`config.mk`:
```
export PLATFORM = sky130hd
export DESIGN_NAME = pbnc_seq
export DESIGN_NICKNAME = d
export VERILOG_FILES = /design/src/pbnc_pkg.sv /design/src/pbnc_seq.sv
export SDC_FILE = /design/constraint.sdc
export NUM_CORES = 1
export LEC_CHECK = 0
export ABC_AREA = 1
export BUFFER_PORTS_ARGS = -buffer_cell sky130_fd_sc_hd__buf_2
export CAP_MARGIN = 20
export CORE_AREA = 2 2 39 41
export DETAILED_ROUTE_END_ITERATION = 10
export DIE_AREA = 0 0 41 43
export PLACE_DENSITY = 0.55
export RECOVER_POWER = 25
export SYNTH_ARGS = -nofsm -noshare
export SYNTH_HDL_FRONTEND = slang
export SYNTH_SLANG_ARGS = --single-unit
```
`constraint.sdc`:
```
create_clock -name clk -period 1.9 [get_ports clk]
set_input_delay 0.285 -clock clk [delete_from_list [all_inputs] [get_ports clk]]
set_output_delay 0.285 -clock clk [all_outputs]
set_load 0.02 [all_outputs]
```
`src/pbnc_pkg.sv`:
```
// shared constants, types and the microprogram of the palette blend block
`timescale 1ns / 1ps
package pbnc_pkg;

	localparam int PALETTE_SIZE = 256;
	localparam int SEARCH_LIMIT = 230;
	localparam int SCAN_LEN     = (SEARCH_LIMIT < PALETTE_SIZE) ? SEARCH_LIMIT : PALETTE_SIZE;
	localparam int ADDR_W       = (PALETTE_SIZE > 1) ? $clog2(PALETTE_SIZE) : 1;

	localparam int CHAN_W  = 8;
	localparam int IDX_W   = 8;
	localparam int SQ_W    = 2 * CHAN_W;
	localparam int DIST_W  = SQ_W + 2;
	localparam int TDATA_W = 40;
	localparam int TUSER_W = 1;
	localparam int MDATA_W = 8;
	localparam int STEP_W  = 3;

	localparam logic [IDX_W-1:0] NO_MATCH_IDX = 8'd255;

	typedef enum logic [0:0] {
		ACT_WRITE = 1'b0,
		ACT_BLEND = 1'b1
	} action_t;

	typedef enum logic [1:0] {
		RD_NONE,
		RD_A,
		RD_B,
		RD_SCAN
	} rd_sel_t;

	typedef enum logic [2:0] {
		C_NONE,
		C_NO_QUERY,
		C_SCAN_MORE,
		C_OUT_BUSY
	} cond_t;

	// program step addresses
	localparam logic [STEP_W-1:0] S_FETCH  = 3'd0;
	localparam logic [STEP_W-1:0] S_RDA    = 3'd1;
	localparam logic [STEP_W-1:0] S_RDB    = 3'd2;
	localparam logic [STEP_W-1:0] S_MIX    = 3'd3;
	localparam logic [STEP_W-1:0] S_SCAN   = 3'd4;
	localparam logic [STEP_W-1:0] S_DRAIN1 = 3'd5;
	localparam logic [STEP_W-1:0] S_DRAIN2 = 3'd6;
	localparam logic [STEP_W-1:0] S_DONE   = 3'd7;

	typedef struct packed {
		logic              in_ready;
		rd_sel_t           rd_sel;
		logic              ld_a;
		logic              ld_mix;
		logic              out_load;
		cond_t             cond;
		logic [STEP_W-1:0] target;
	} ctrl_t;

	typedef struct packed {
		logic query_valid;
		logic scan_last;
		logic out_busy;
	} stat_t;

	// control store; S_DONE falls through to S_FETCH as the step counter wraps
	function automatic ctrl_t ucode_rom(input logic [STEP_W-1:0] step);
		ctrl_t w;
		w = '{in_ready: 1'b0, rd_sel: RD_NONE, ld_a: 1'b0, ld_mix: 1'b0,
			out_load: 1'b0, cond: C_NONE, target: S_FETCH};
		case (step)
			S_FETCH: begin
				w.in_ready = 1'b1;
				w.cond     = C_NO_QUERY;
				w.target   = S_FETCH;
			end
			S_RDA: begin
				w.rd_sel = RD_A;
			end
			S_RDB: begin
				w.rd_sel = RD_B;
				w.ld_a   = 1'b1;
			end
			S_MIX: begin
				w.ld_mix = 1'b1;
			end
			S_SCAN: begin
				w.rd_sel = RD_SCAN;
				w.cond   = C_SCAN_MORE;
				w.target = S_SCAN;
			end
			S_DRAIN1: begin
				w.cond = C_NONE;
			end
			S_DRAIN2: begin
				w.cond = C_NONE;
			end
			S_DONE: begin
				w.out_load = 1'b1;
				w.cond     = C_OUT_BUSY;
				w.target   = S_DONE;
			end
			default: begin
				w.cond   = C_NONE;
			end
		endcase
		return w;
	endfunction

endpackage

```
`src/pbnc_seq.sv`:
```
// microprogram sequencer: step counter, control store and jump logic
`timescale 1ns / 1ps
module pbnc_seq (
	input  logic            clk,
	input  logic            arst_n,
	input  pbnc_pkg::stat_t stat,
	output pbnc_pkg::ctrl_t ctrl
);
	import pbnc_pkg::*;

	logic [STEP_W-1:0] step_q;
	logic [STEP_W-1:0] step_next;
	logic              taken;

	always_comb begin
		ctrl = ucode_rom(step_q);
		case (ctrl.cond)
			C_NONE:      taken = 1'b0;
			C_NO_QUERY:  taken = !stat.query_valid;
			C_SCAN_MORE: taken = !stat.scan_last;
			C_OUT_BUSY:  taken = stat.out_busy;
			default:     taken = 1'b0;
		endcase
		step_next = taken ? ctrl.target : step_q + STEP_W'(1);
	end

	always_ff @(posedge clk or negedge arst_n) begin
		if (!arst_n) begin
			step_q <= S_FETCH;
		end else begin
			step_q <= step_next;
		end
	end

endmodule

```
==> key figures <==
Outcome
  – Status: finished, final reports clean

Layout
  – Layout cells sized above 1: 34.3%
  – Non-Filler Instances: 86
  – Max FFs per register: 3
  – Register area: 75.1 um^2
  – Regs by FF count: step_q x3
  – Number of diodes: 0
  – Nets: 85
  – Layout area overhead: 30.2%
  – Register with the most flip-flops: step_q
  – Fillers: 165
  – Multi-input gate area: 236 um^2

Floorplanning
  – Die Height: 43 um
  – # rows: 14
  – Die area: 1760 um^2
  – Initial Util: 27.2%
  – IO Count: 17
  – Core Area: 1380 um^2
  – Die Wd: 41 um

Worst setup path
  – Crit start category: flip-flop
  – Worst setup EP type: primary output
  – R2r endpoint: step_q[2]$_DFF_PN0_
  – Max incr delay on CP: 0.41 ns
  – CP max FO: 6
  – Start of the worst register-to-register path: step_q[0]$_DFF_PN0_
  – Crit path to: ctrl[2]
  – CP Cell Sequence: ha_1, ha_2, a21oi_2, inv_1, buf_2
  – Reg2reg path depth: 8
  – CP Launch Point: step_q[0]$_DFF_PN0_
  – Worst reg2reg setup slack: 0.45 ns
  – Worst path slowest cell: dfrtp_1
  – Critical path arrival: 1.51 ns
  – Worst setup path class: reg2out
  – CP required: 1.62 ns

Pwr
  – Sequential share of power: 16.5%
  – Gate power share: 71.2%
  – P_sw: 506 uW
  – Worst vdd ir: 0.693 mV
  – Clock power share: 12.3%
  – Switching Share: 55.0%
  – Total power: 919 uW
  – Int Power: 413 uW
  – P_leak: 0.325 nW
  – Power Density: 1870 nW/um^2

STA
  – Hold Vio Cnt, Final: 0
  – Max-slew violations: 0
  – Setup WS post-layout: 0.104 ns
  – Peak Freq: 557 MHz
  – Layout Skew: 0.000890 ns
  – RSZ-0062 raised after global routing: false
  – Worst Hold Slack: 0.394 ns
  – Crit share post-route: 94.5%
  – Total negative slack: 0 ns
  – Setup violations, final: 0
  – Fin crit period: 1.80 ns

Placed design
  – Port Buf Inserts: 15
  – Hpwl dp: 596 um
  – Placer congestion estimate: 0.698
  – Placed cells: 81
  – Pre-CTS setup slack: 0.234 ns

Clock network
  – Setup Buffers After CTS: 0
  – Worst-path clk slew: 0.04 ns
  – Clock sinks: 3
  – Total CTS buffers: 3
  – Root Driver: clkbuf_4
  – Clock Path Buffers: 2
  – Worst-Skew Late Latency: 0.23 ns
  – CTS tree: done
  – H-tree Lvls: 1

GRT
  – Global-route wire length before repair: 1170 um
  – Initial antenna violation count: 0
  – Total global-route track usage: 10.1%
  – Grt ovf: 0
  – Vias in the first global route: 265
  – Largest net degree at the start of global routing: 9

Routing
  – Post-DRT Antenna Nets: 0
  – Drt total wl: 742 um
  – TritonRoute pass-1 iters: 1
  – Total number of vias: 325
  – Via/cell ratio: 3.78
  – Detailed-route DRC error count: 0
  – Drt wl/cell: 8.63 um
  – Initial drt markers: 0

Yosys
  – EDFF count, synth: 0
  – Yosys reg bits: 3
  – Synth area leaders: ha_1 30%, dfrtp_1 20%, inv_1 12%
  – Top FF cell, synth: dfrtp_1
  – Yosys warning count: 0
  – Syn nets: 67
  – Async S/R FF share, synth: 100%
  – Cell variety after synth: 14
  – Synth Instances: 53
  – Post-Syn Area per Cell: 7.11 um^2
  – Post-synthesis sequential area ratio: 19.9%
  – Post-synth top area cell: ha_1
  – Top cell type's share of synthesized area: 29.9%
  – Cell area after synthesis: 377 um^2

Worst hold path
  – Worst hold-check path type: in2async

Run
  – Max_cap viols: 0
-- area by class of cell --
type,count,share of cell area (%)
multi-input cells,34,48.2
inverters,13,9.95
well taps,16,4.08
repair buffers,16,17.1
flip-flops and latches,3,15.3
clock buffers,4,5.36
-- Yosys cell counts (2+ instances only) --
library cell / count
buf_4: 3
dfrtp_1: 3
ha_1: 9
inv_1: 12
nand2_1: 11
nand2_2: 3
nand3_1: 4
nor2_1: 2
-- how the worst min path moves through the flow --
stage | end | slack (ns) | cells past startpoint
2_1_floorplan | step_q[0]$_DFF_PN0_ | -0.01 | 0
3_3_place_gp | step_q[2]$_DFF_PN0_ | 0.08 | 1
3_5_place_dp | step_q[0]$_DFF_PN0_ | 0.09 | 1
4_1_cts | step_q[2]$_DFF_PN0_ | 0.36 | 2
5_1_grt | step_q[1]$_DFF_PN0_ | 0.38 | 2
6_report | step_q[0]$_DFF_PN0_ | 0.39 | 2
-- what timing repair did --
item | 4_1_cts | 5_1_grt
hold endpoints to repair | 3 | 0
setup endpoints to repair | 1 | 2
hold buffers | 1 | 0
resized for setup | 1 | 1
pin swaps | 0 | 0
-- power groups by stage --
stage               Clock [mW]  Combinational [mW]  Sequential [mW]
global route             0.130               0.744            0.160
detailed placement           0               0.649            0.151
floorplan                    0               0.500            0.138
finish                   0.113               0.654            0.152
CTS                      0.121               0.663            0.151
global placement             0               0.649            0.148
-- cell families (layout without fill, tap and decap cells) --
family,after synthesis,after routing,synth area share (%)
AOI/OAI and AO/OA,3,3,4.65
other,1,1,0.996
adders and majority gates,9,9,29.9
and+or+nand+nor,21,21,25.6
DFF,3,3,19.9
buffers and inverters,16,33,18.9
-- per-stage QoR --
step / area [um^2] / util, %
CTS: 489 / 35.4
global placement: 449 / 32.5
finish: 490 / 35.4
detailed placement: 449 / 32.5
floorplan: 377 / -
global route: 490 / 35.4
-- routing by layer --
| layer | vias to the layer above | wire length, um | GRT usage [%] |
|---|---|---|---|
| met5 | - | 0 | 0 |
| met1 | 128 | 336 | 14.3 |
| met3 | 0 | 64 | 3.14 |
| met4 | 0 | 0 | 8.00 |
| li1 | 185 | - | - |
| met2 | 12 | 341 | 11.9 |
-- cell usage in the layout, fill, tap and decap left out, types with 2 or more instances in the layout --
master,count
buf_2,14
clkbuf_1,2
clkbuf_4,3
dfrtp_1,3
ha_1,8
inv_1,12
nand2_1,11
nand2_2,3
nand3_1,4
nor2_1,2
-- critical path: cells and delay by family (launching register included) --
kind                       cells  cell delay [ns]
buffers and inverters          2             0.23
AOI/OAI and AO/OA              1             0.16
DFF                            1             0.41
adders and majority gates      2             0.47
(Power assumes the default switching activity.)
